$ cat src/sv/rts_pkg.sv
package rts_pkg;

    localparam int OP_W = 2;
    localparam int ID_W = 4;

    localparam logic [OP_W-1:0] OP_ARM    = 2'd0;
    localparam logic [OP_W-1:0] OP_DISARM = 2'd1;
    localparam logic [OP_W-1:0] OP_TICK   = 2'd2;

    // commands from the controller to the datapath
    typedef struct packed {
        logic load_in;
        logic arm_floor;
        logic arm_write;
        logic disarm;
        logic scan_start;
        logic scan_run;
        logic emit;
        logic emit_ack;
    } rts_cmd_t;

    // status from the datapath to the controller
    typedef struct packed {
        logic [OP_W-1:0] in_op;
        logic            scan_done;
        logic            any_due;
        logic            last_due;
        logic            out_free;
    } rts_stat_t;

    // input tdata: timer_id, due_time, period, now_time, padded to bytes
    function automatic int in_w(input int time_bits);
        return ((ID_W + 3 * time_bits + 7) / 8) * 8;
    endfunction

    // output tdata: slot, expiry, padded to bytes
    function automatic int out_w(input int time_bits);
        return ((ID_W + time_bits + 7) / 8) * 8;
    endfunction

endpackage

$ cat src/sv/rts_ctrl.sv
module rts_ctrl
    import rts_pkg::*;
(
    input  logic      clk,
    input  logic      rst_n,
    input  logic      s_tvalid,
    output logic      s_tready,
    input  rts_stat_t stat,
    output rts_cmd_t  cmd
);

    localparam logic [2:0] S_IDLE      = 3'd0;
    localparam logic [2:0] S_ARM_FLOOR = 3'd1;
    localparam logic [2:0] S_ARM_WRITE = 3'd2;
    localparam logic [2:0] S_DISARM    = 3'd3;
    localparam logic [2:0] S_ACK       = 3'd4;
    localparam logic [2:0] S_SCAN      = 3'd5;
    localparam logic [2:0] S_EMIT      = 3'd6;

    logic [2:0] state_reg;
    logic [2:0] state_next;

    always_ff @(posedge clk or negedge rst_n)
    begin
        if (!rst_n)
        begin
            state_reg <= S_IDLE;
        end
        else
        begin
            state_reg <= state_next;
        end
    end

    always_comb
    begin
        cmd        = '0;
        s_tready   = 1'b0;
        state_next = state_reg;
        case (state_reg)
            S_IDLE:
            begin
                s_tready = 1'b1;
                if (s_tvalid)
                begin
                    cmd.load_in = 1'b1;
                    case (stat.in_op)
                        OP_ARM:    state_next = S_ARM_FLOOR;
                        OP_DISARM: state_next = S_DISARM;
                        OP_TICK:
                        begin
                            cmd.scan_start = 1'b1;
                            state_next     = S_SCAN;
                        end
                        default:   state_next = S_ACK;
                    endcase
                end
            end
            S_ARM_FLOOR:
            begin
                cmd.arm_floor = 1'b1;
                state_next    = S_ARM_WRITE;
            end
            S_ARM_WRITE:
            begin
                cmd.arm_write = 1'b1;
                state_next    = S_ACK;
            end
            S_DISARM:
            begin
                cmd.disarm = 1'b1;
                state_next = S_ACK;
            end
            S_ACK:
            begin
                if (stat.out_free)
                begin
                    cmd.emit_ack = 1'b1;
                    state_next   = S_IDLE;
                end
            end
            S_SCAN:
            begin
                cmd.scan_run = 1'b1;
                if (stat.scan_done)
                begin
                    state_next = S_EMIT;
                end
            end
            S_EMIT:
            begin
                if (stat.out_free)
                begin
                    cmd.emit = 1'b1;
                    if (!stat.any_due || stat.last_due)
                    begin
                        state_next = S_IDLE;
                    end
                    else
                    begin
                        cmd.scan_start = 1'b1;
                        state_next     = S_SCAN;
                    end
                end
            end
            default:
            begin
                state_next = S_IDLE;
            end
        endcase
    end

endmodule

$ cat src/sv/rts_datapath.sv
module rts_datapath
    import rts_pkg::*;
#(
    parameter int TIMER_SLOTS = 16,
    parameter int TIME_BITS   = 48
)
(
    input  logic                           clk,
    input  logic                           rst_n,
    input  rts_cmd_t                       cmd,
    output rts_stat_t                      stat,
    input  logic [in_w(TIME_BITS)-1:0]     s_tdata,
    input  logic [OP_W-1:0]                s_tuser,
    output logic                           m_tvalid,
    input  logic                           m_tready,
    output logic [out_w(TIME_BITS)-1:0]    m_tdata,
    output logic                           m_tuser,
    output logic                           m_tlast
);

    localparam int SLOT_W = $clog2(TIMER_SLOTS);
    localparam int CNT_W  = $clog2(TIMER_SLOTS + 1);
    localparam int OUT_W  = out_w(TIME_BITS);
    localparam logic [SLOT_W-1:0]    LAST_IDX = SLOT_W'(TIMER_SLOTS - 1);
    localparam logic [TIME_BITS-1:0] TIME_MAX = '1;

    // latched input item
    logic [ID_W-1:0]      id_reg;
    logic [TIME_BITS-1:0] due_in_reg;
    logic [TIME_BITS-1:0] per_in_reg;
    logic [TIME_BITS-1:0] now_reg;
    logic [TIME_BITS-1:0] floor_reg;

    // slot table
    logic [TIME_BITS-1:0] due_mem [TIMER_SLOTS];
    logic [TIME_BITS-1:0] per_mem [TIMER_SLOTS];
    logic [TIMER_SLOTS-1:0] armed_reg;
    logic [TIMER_SLOTS-1:0] pending_reg;

    // scan pipeline
    logic                 scan_act_reg;
    logic [SLOT_W-1:0]    scan_idx_reg;
    logic                 cmp_vld_reg;
    logic [SLOT_W-1:0]    cmp_idx_reg;
    logic [TIME_BITS-1:0] rd_due_reg;
    logic [TIME_BITS-1:0] rd_per_reg;
    logic                 first_reg;

    // best candidate of the current pass
    logic                 best_vld_reg;
    logic [SLOT_W-1:0]    best_idx_reg;
    logic [TIME_BITS-1:0] best_due_reg;
    logic [TIME_BITS-1:0] best_per_reg;
    logic [CNT_W-1:0]     remain_reg;

    // output register
    logic                 m_tvalid_reg;
    logic                 m_fired_reg;
    logic [ID_W-1:0]      m_slot_reg;
    logic [TIME_BITS-1:0] m_exp_reg;
    logic                 m_last_reg;

    logic                 id_ok;
    logic [SLOT_W-1:0]    id_idx;
    logic [TIME_BITS-1:0] arm_due;
    logic [TIME_BITS:0]   sum_w;
    logic [TIME_BITS-1:0] adv_due;
    logic                 issue;
    logic                 cand;
    logic                 better;
    logic                 fire;
    logic                 out_free;
    logic                 due_we;
    logic [SLOT_W-1:0]    due_waddr;
    logic [TIME_BITS-1:0] due_wdata;

    assign id_ok   = int'(id_reg) < TIMER_SLOTS;
    assign id_idx  = SLOT_W'(id_reg);
    assign arm_due = (due_in_reg > floor_reg) ? due_in_reg : floor_reg;
    assign sum_w   = {1'b0, best_due_reg} + {1'b0, best_per_reg};
    assign adv_due = sum_w[TIME_BITS] ? TIME_MAX : sum_w[TIME_BITS-1:0];
    assign issue   = cmd.scan_run && scan_act_reg;
    assign fire    = cmd.emit && (remain_reg != '0);
    assign out_free = !m_tvalid_reg || m_tready;

    assign cand = first_reg ? (armed_reg[cmp_idx_reg] && (rd_due_reg <= now_reg))
                            : pending_reg[cmp_idx_reg];
    // ascending scan with strict less keeps the lower slot on equal due times
    assign better = cand && (!best_vld_reg || (rd_due_reg < best_due_reg));

    assign due_we    = (cmd.arm_write && id_ok) || (fire && (best_per_reg != '0));
    assign due_waddr = cmd.arm_write ? id_idx : best_idx_reg;
    assign due_wdata = cmd.arm_write ? arm_due : adv_due;

    always_ff @(posedge clk)
    begin
        if (due_we)
        begin
            due_mem[due_waddr] <= due_wdata;
        end
        if (cmd.arm_write && id_ok)
        begin
            per_mem[id_idx] <= per_in_reg;
        end
        if (issue)
        begin
            rd_due_reg <= due_mem[scan_idx_reg];
            rd_per_reg <= per_mem[scan_idx_reg];
        end
    end

    always_ff @(posedge clk)
    begin
        if (cmd.load_in)
        begin
            id_reg     <= s_tdata[ID_W-1:0];
            due_in_reg <= s_tdata[ID_W +: TIME_BITS];
            per_in_reg <= s_tdata[ID_W + TIME_BITS +: TIME_BITS];
            now_reg    <= s_tdata[ID_W + 2 * TIME_BITS +: TIME_BITS];
        end
        if (cmd.arm_floor)
        begin
            floor_reg <= (now_reg > per_in_reg) ? (now_reg - per_in_reg) : '0;
        end
        cmp_idx_reg <= scan_idx_reg;
        if (cmp_vld_reg && better)
        begin
            best_idx_reg <= cmp_idx_reg;
            best_due_reg <= rd_due_reg;
            best_per_reg <= rd_per_reg;
        end
        if (cmd.emit)
        begin
            m_fired_reg <= fire;
            m_slot_reg  <= fire ? ID_W'(best_idx_reg) : '0;
            m_exp_reg   <= fire ? best_due_reg : '0;
            m_last_reg  <= !fire || (remain_reg == CNT_W'(1));
        end
        else if (cmd.emit_ack)
        begin
            m_fired_reg <= 1'b0;
            m_slot_reg  <= id_reg;
            m_exp_reg   <= '0;
            m_last_reg  <= 1'b1;
        end
    end

    always_ff @(posedge clk or negedge rst_n)
    begin
        if (!rst_n)
        begin
            armed_reg    <= '0;
            pending_reg  <= '0;
            scan_act_reg <= 1'b0;
            scan_idx_reg <= '0;
            cmp_vld_reg  <= 1'b0;
            first_reg    <= 1'b0;
            best_vld_reg <= 1'b0;
            remain_reg   <= '0;
            m_tvalid_reg <= 1'b0;
        end
        else
        begin
            if (cmd.arm_write && id_ok)
            begin
                armed_reg[id_idx] <= 1'b1;
            end
            if (cmd.disarm && id_ok)
            begin
                armed_reg[id_idx] <= 1'b0;
            end
            // one-shot slots drop out once fired
            if (fire && (best_per_reg == '0))
            begin
                armed_reg[best_idx_reg] <= 1'b0;
            end

            if (cmd.scan_start)
            begin
                scan_act_reg <= 1'b1;
                scan_idx_reg <= '0;
                best_vld_reg <= 1'b0;
            end
            else if (issue)
            begin
                scan_act_reg <= (scan_idx_reg != LAST_IDX);
                scan_idx_reg <= scan_idx_reg + 1'b1;
            end
            cmp_vld_reg <= issue;

            if (cmp_vld_reg && better)
            begin
                best_vld_reg <= 1'b1;
            end

            if (cmd.load_in)
            begin
                first_reg  <= 1'b1;
                remain_reg <= '0;
            end
            else if (cmd.emit)
            begin
                first_reg <= 1'b0;
            end

            // first pass of a tick takes the due set and counts it
            if (cmp_vld_reg && first_reg)
            begin
                pending_reg[cmp_idx_reg] <= cand;
                if (cand)
                begin
                    remain_reg <= remain_reg + 1'b1;
                end
            end
            if (fire)
            begin
                pending_reg[best_idx_reg] <= 1'b0;
                remain_reg <= remain_reg - 1'b1;
            end

            if (cmd.emit || cmd.emit_ack)
            begin
                m_tvalid_reg <= 1'b1;
            end
            else if (m_tready)
            begin
                m_tvalid_reg <= 1'b0;
            end
        end
    end

    assign stat.in_op     = s_tuser;
    assign stat.scan_done = !scan_act_reg && !cmp_vld_reg;
    assign stat.any_due   = remain_reg != '0;
    assign stat.last_due  = remain_reg == CNT_W'(1);
    assign stat.out_free  = out_free;

    assign m_tvalid = m_tvalid_reg;
    assign m_tdata  = OUT_W'({m_exp_reg, m_slot_reg});
    assign m_tuser  = m_fired_reg;
    assign m_tlast  = m_last_reg;

endmodule

$ cat src/sv/recurring_timer_scheduler.sv
// Timer table of TIMER_SLOTS slots (one-shot or periodic) driven by arm, disarm and tick
// items. Arm and disarm give one acknowledge result each. A tick makes one pass over
// all slots per reported timer, reading the single-port due and period memories one
// slot a cycle: with k timers due it returns k fired results in due order (ties to the
// lower slot), or one result with fired clear when nothing is due. A new item is taken
// while the last result still waits in the output register; backpressure on the output
// adds its stall cycles to a tick.
module recurring_timer_scheduler
    import rts_pkg::*;
#(
    parameter int TIMER_SLOTS = 16,
    parameter int TIME_BITS   = 48
)
(
    input  logic                           clk,
    input  logic                           rst_n,
    input  logic                           s_tvalid,
    output logic                           s_tready,
    // timer_id, due_time, period, now_time, zero padded
    input  logic [in_w(TIME_BITS)-1:0]     s_tdata,
    // opcode
    input  logic [OP_W-1:0]                s_tuser,
    output logic                           m_tvalid,
    input  logic                           m_tready,
    // slot, expiry, zero padded
    output logic [out_w(TIME_BITS)-1:0]    m_tdata,
    // fired
    output logic                           m_tuser,
    output logic                           m_tlast
);

    rts_cmd_t  cmd;
    rts_stat_t stat;

    rts_ctrl u_ctrl (
        .clk      (clk),
        .rst_n    (rst_n),
        .s_tvalid (s_tvalid),
        .s_tready (s_tready),
        .stat     (stat),
        .cmd      (cmd)
    );

    rts_datapath #(
        .TIMER_SLOTS (TIMER_SLOTS),
        .TIME_BITS   (TIME_BITS)
    ) u_datapath (
        .clk      (clk),
        .rst_n    (rst_n),
        .cmd      (cmd),
        .stat     (stat),
        .s_tdata  (s_tdata),
        .s_tuser  (s_tuser),
        .m_tvalid (m_tvalid),
        .m_tready (m_tready),
        .m_tdata  (m_tdata),
        .m_tuser  (m_tuser),
        .m_tlast  (m_tlast)
    );

endmodule

$ cat config.mk
export PLATFORM = sky130hd
export DESIGN_NAME = recurring_timer_scheduler
export DESIGN_NICKNAME = d
export VERILOG_FILES = /design/src/sv/rts_pkg.sv /design/src/sv/rts_ctrl.sv /design/src/sv/rts_datapath.sv /design/src/sv/recurring_timer_scheduler.sv
export SDC_FILE = /design/constraint.sdc
export NUM_CORES = 2
export LEC_CHECK = 0
export ABC_AREA = 1
export ABC_CLOCK_PERIOD_IN_PS = 17600
export BUFFER_PORTS_ARGS = -buffer_cell sky130_fd_sc_hd__buf_2
export CAP_MARGIN = 0
export CORE_MARGIN = 3
export CORE_UTILIZATION = 55
export CTS_CLUSTER_SIZE = 24
export DETAILED_ROUTE_END_ITERATION = 6
export GPL_ROUTABILITY_DRIVEN = 0
export GPL_TIMING_DRIVEN = 0
export MAX_ROUTING_LAYER = met4
export PLACE_DENSITY = 0.72
export SLEW_MARGIN = 20
export SYNTH_ARGS = -nofsm -noshare
export SYNTH_HDL_FRONTEND = slang
export SYNTH_SLANG_ARGS = --single-unit
$ cat constraint.sdc
create_clock -name clk -period 17.6 [get_ports clk]
set_clock_uncertainty 0.05 [all_clocks]
set_input_delay 0.88 -clock clk [delete_from_list [all_inputs] [get_ports clk]]
set_output_delay 0.88 -clock clk [all_outputs]
set_load 0.005 [all_outputs]
==> impl_metrics.toml <==
[setup_path]
crit_type = "reg -> reg"
r2r-start = "u_datapath.best_due_reg[2]"
reg2reg_to = "u_datapath.due_mem[9][23]"
end_kind = "flop"
cp_common_cell = "nand2_1"
reg2reg_depth = 10
start_kind = "flop"
required_ns = 17.92
cp_num_buf_inv = 0
crit_family = "compound AO/OA/AOI/OAI gates"
arrival_ns = 5.49
reg2reg_setup_slack_ns = 12.42
cp_slowest_stage_delay_ns = 0.89
crit_path_cell_trace = "ha_1 > a21oi_1 > nand2_1 > a21oi_1 > o21ai_0 > nand2_1 > nand3_1 > nand2_1 > o21ai_0 > nand2_1"
cp_slowest_cell = "o21ai_0"
cp_max_fo = 16

[cts]
cts_buffers = 200
cts_tree = "yes"
cts-root-buf = "clkbuf_16"
cts_resized = 0
clock-sinks = 2035
worst_skew_pair.late_latency_ns = 0.87
h-tree-depth = 4
clock_tree.buffer_depth = 3
post_cts_buffers = 0
cts_hold_buf = 0
clk_pin_slew_ns = 0.07

[cells_and_area]
final-seq-area_um2 = 60800
final_layout_size_suffix_gt1_frac = 0.114
fillers = 11700
largestRegisters = "u_datapath.due_mem (768), u_datapath.per_mem (768)"
fin_nets = 8192
multiInputGateArea_um2 = 24900
syn_to_final_growth_pct = 14.8

[grt]
grt_max_degree = 100
globalRouteOverflowTotal = 0
grt_pass1_wl_mm = 438
antenna_found_initial = 49
first_global_vias = 62000
grtUsageTotal = 0.378

[sta]
final-max-slew-violation-count = 0
slew_headroom = 0.111
worst_slew_pin_slew_ns = 1.33
period_share = 0.294
hold_ws_ns = 0.0326
setup_viol = 0
period_needed_ns = 5.18
hold_viol = 0
max_freq_ghz = 0.193
finalSetupTns_ns = 0
rsz0062_at_grt = "false"

[outcome]
violations = "DRC"
status = "finished, violations left"

[die]
fp.coreArea_um2 = 161000
rows = 147
initial_core_util = 0.554
dieArea_um2 = 167000
ioPinCount = 218
die_width_um = 409
die_y_um = 409

[worst_hold_path]
hp-class = "in -> async"

[logic_synthesis]
synth_cells = 7198
synth.top_cell.area_share = 0.668
syn-cell-area_um2 = 89100
synth_edf_count = 1982
synth_warnings = 0
synth_seq_area_share = 0.683
synth.distinct_cells = 57
synth_area_leaders = "edfxtp_1 67%, nor2_1 4.2%, nand2_1 3.4%"
yosys_most_used_dff = "edfxtp_1"
syn_avg_cell_area_um2 = 12.4
yosysTopAreaCell = "edfxtp_1"
async_reset_ff_frac = 0.0241
ys_ff_latch = 2035

[detailed_routing]
final_antenna_net_count = 0
dr.pass1.iters = 7
routed_wl_mm = 311
num_vias = 65700
viasPerCell = 6.46
routedWlPerCell_um = 30.6
drt_iter0_markers = 10900
drc_errors = 10

[power_and_ir_drop]
powerDensity_nw_per_um2 = 160
ir_drop_mv = 0.0972
p_leak_nw = 36.7

[placement]
detailed_place_hpwl_mm = 227
port-buffer-count = 209

[run]
cap_violations = 0
-- cell type report --
cell class                      instances  share of cell area
Buffer                                342              0.0150
Timing Repair Buffer                  386              0.0331
Antenna cell                           53             0.00130
Multi-Input combinational cell       4253               0.243
Tap cell                             2160              0.0264
Sequential cell                      2035               0.595
Clock buffer                          248              0.0517
Clock inverter                        120              0.0136
Inverter                              571              0.0211
-- power breakdown --
group	internal [mW]	leakage [nW]	switching [mW]
Combinational	1.36	15.0	4.09
Clock	2.51	3.25	1.88
Sequential	6.14	18.5	0.362
-- cells in the mapped netlist (all sizes together), types with 2 or more instances --
library cell,n
a21o,11
o22ai,36
o31ai,15
or2,10
a21oi,222
fa,2
clkbuf,221
nor4,21
a21boi,7
o211ai,112
dfxtp,4
o221ai,267
nand3,263
and3,4
o21a,9
buf,121
a22oi,16
inv,570
a31oi,25
xnor2,11
ha,243
and2,3
mux2i,266
o32ai,105
nand4,39
edfxtp,1982
o21bai,32
nor3,54
xor2,42
nor2,1040
nand3b,12
nand2,818
dfrtp,49
o21ai,560
-- cell families (layout without fill, tap and decap cells) --
kind of cell               Yosys count  count (layout)  share of synthesized area
AOI/OAI and AO/OA                 1419            1419                      0.103
xor gates and xnor gates            53              53                    0.00521
adders and majority gates          245             245                     0.0346
buffers and inverters              913            1667                     0.0410
DFF                               2035            2035                      0.683
muxes                              266             266                     0.0299
other                                1              57                  0.0000421
and+or+nand+nor                   2266            2266                      0.104
-- worst max-delay path by stage --
stage | start | cells after the start | end
after global placement | u_datapath.id_idx[2] | 3 | u_datapath.per_mem[3][1]
final | u_datapath.best_due_reg[2] | 10 | u_datapath.due_mem[9][23]
after global routing | u_datapath.best_due_reg[7] | 10 | u_datapath.due_mem[9][23]
after detailed placement | u_datapath.best_due_reg[2] | 11 | u_datapath.due_mem[11][23]
after floorplan | u_datapath.id_idx[2] | 3 | u_datapath.per_mem[3][0]
after CTS | u_datapath.best_due_reg[2] | 11 | u_datapath.due_mem[11][23]
-- routing by layer --
layer  routed length, µm  part of all wire  up-vias  global-route usage
li1                    -                 -    27600                   -
met1              105000              0.34    31500               0.458
met2              133000              0.43     5381               0.532
met3               47700              0.15     1136               0.135
met4               25400             0.082        0               0.255
met5                   0                 0        -                   -
-- layout by cell type, fill, tap and decap left out, types with 19 or more instances in the layout --
cell          n
dfrtp_1      49
nand4_1      39
buf_4       118
xor2_1       42
buf_6        22
nor2_1      988
a21oi_1     211
a31oi_1      25
clkbuf_1    243
nand2_1     813
diode_2      53
inv_1       559
o21ai_0     544
edfxtp_1   1982
clkinv_1     39
nor4_1       19
nand3_1     263
o211ai_1    110
nor2_2       29
nor3_1       39
clkinv_2     31
buf_16       29
ha_1        243
buf_2       291
mux2i_1     266
buf_12       29
o32ai_1     105
o21bai_1     32
o22ai_1      36
nor2_4       23
bufinv_16    25
o221ai_1    267
clkbuf_16   202
-- metrics by stage --
step | total power, mW | area [µm²] | cells | util | worst slack [ns]
final | 16.3 | 102000 | 10200 | 0.636 | 12.42
after global routing | 16.7 | 102000 | 10200 | 0.636 | 12.62
after floorplan | 9.23 | 89100 | 7201 | - | 11.64
after global placement | 11.5 | 92900 | 9570 | 0.578 | 6.65
after detailed placement | 11.7 | 95400 | 9745 | 0.594 | 13.29
after CTS | 16.0 | 102000 | 10100 | 0.635 | 13.27
-- worst register-to-register path: cells and delay by family, from the launching register on --
| kind | cells | cell delay (ns) |
|---|---|---|
| compound gates | 4 | 2.11 |
| fa+ha+maj | 1 | 0.49 |
| flops | 1 | 0.55 |
| simple gates | 5 | 1.46 |
Power figures use the tool's default switching activity.
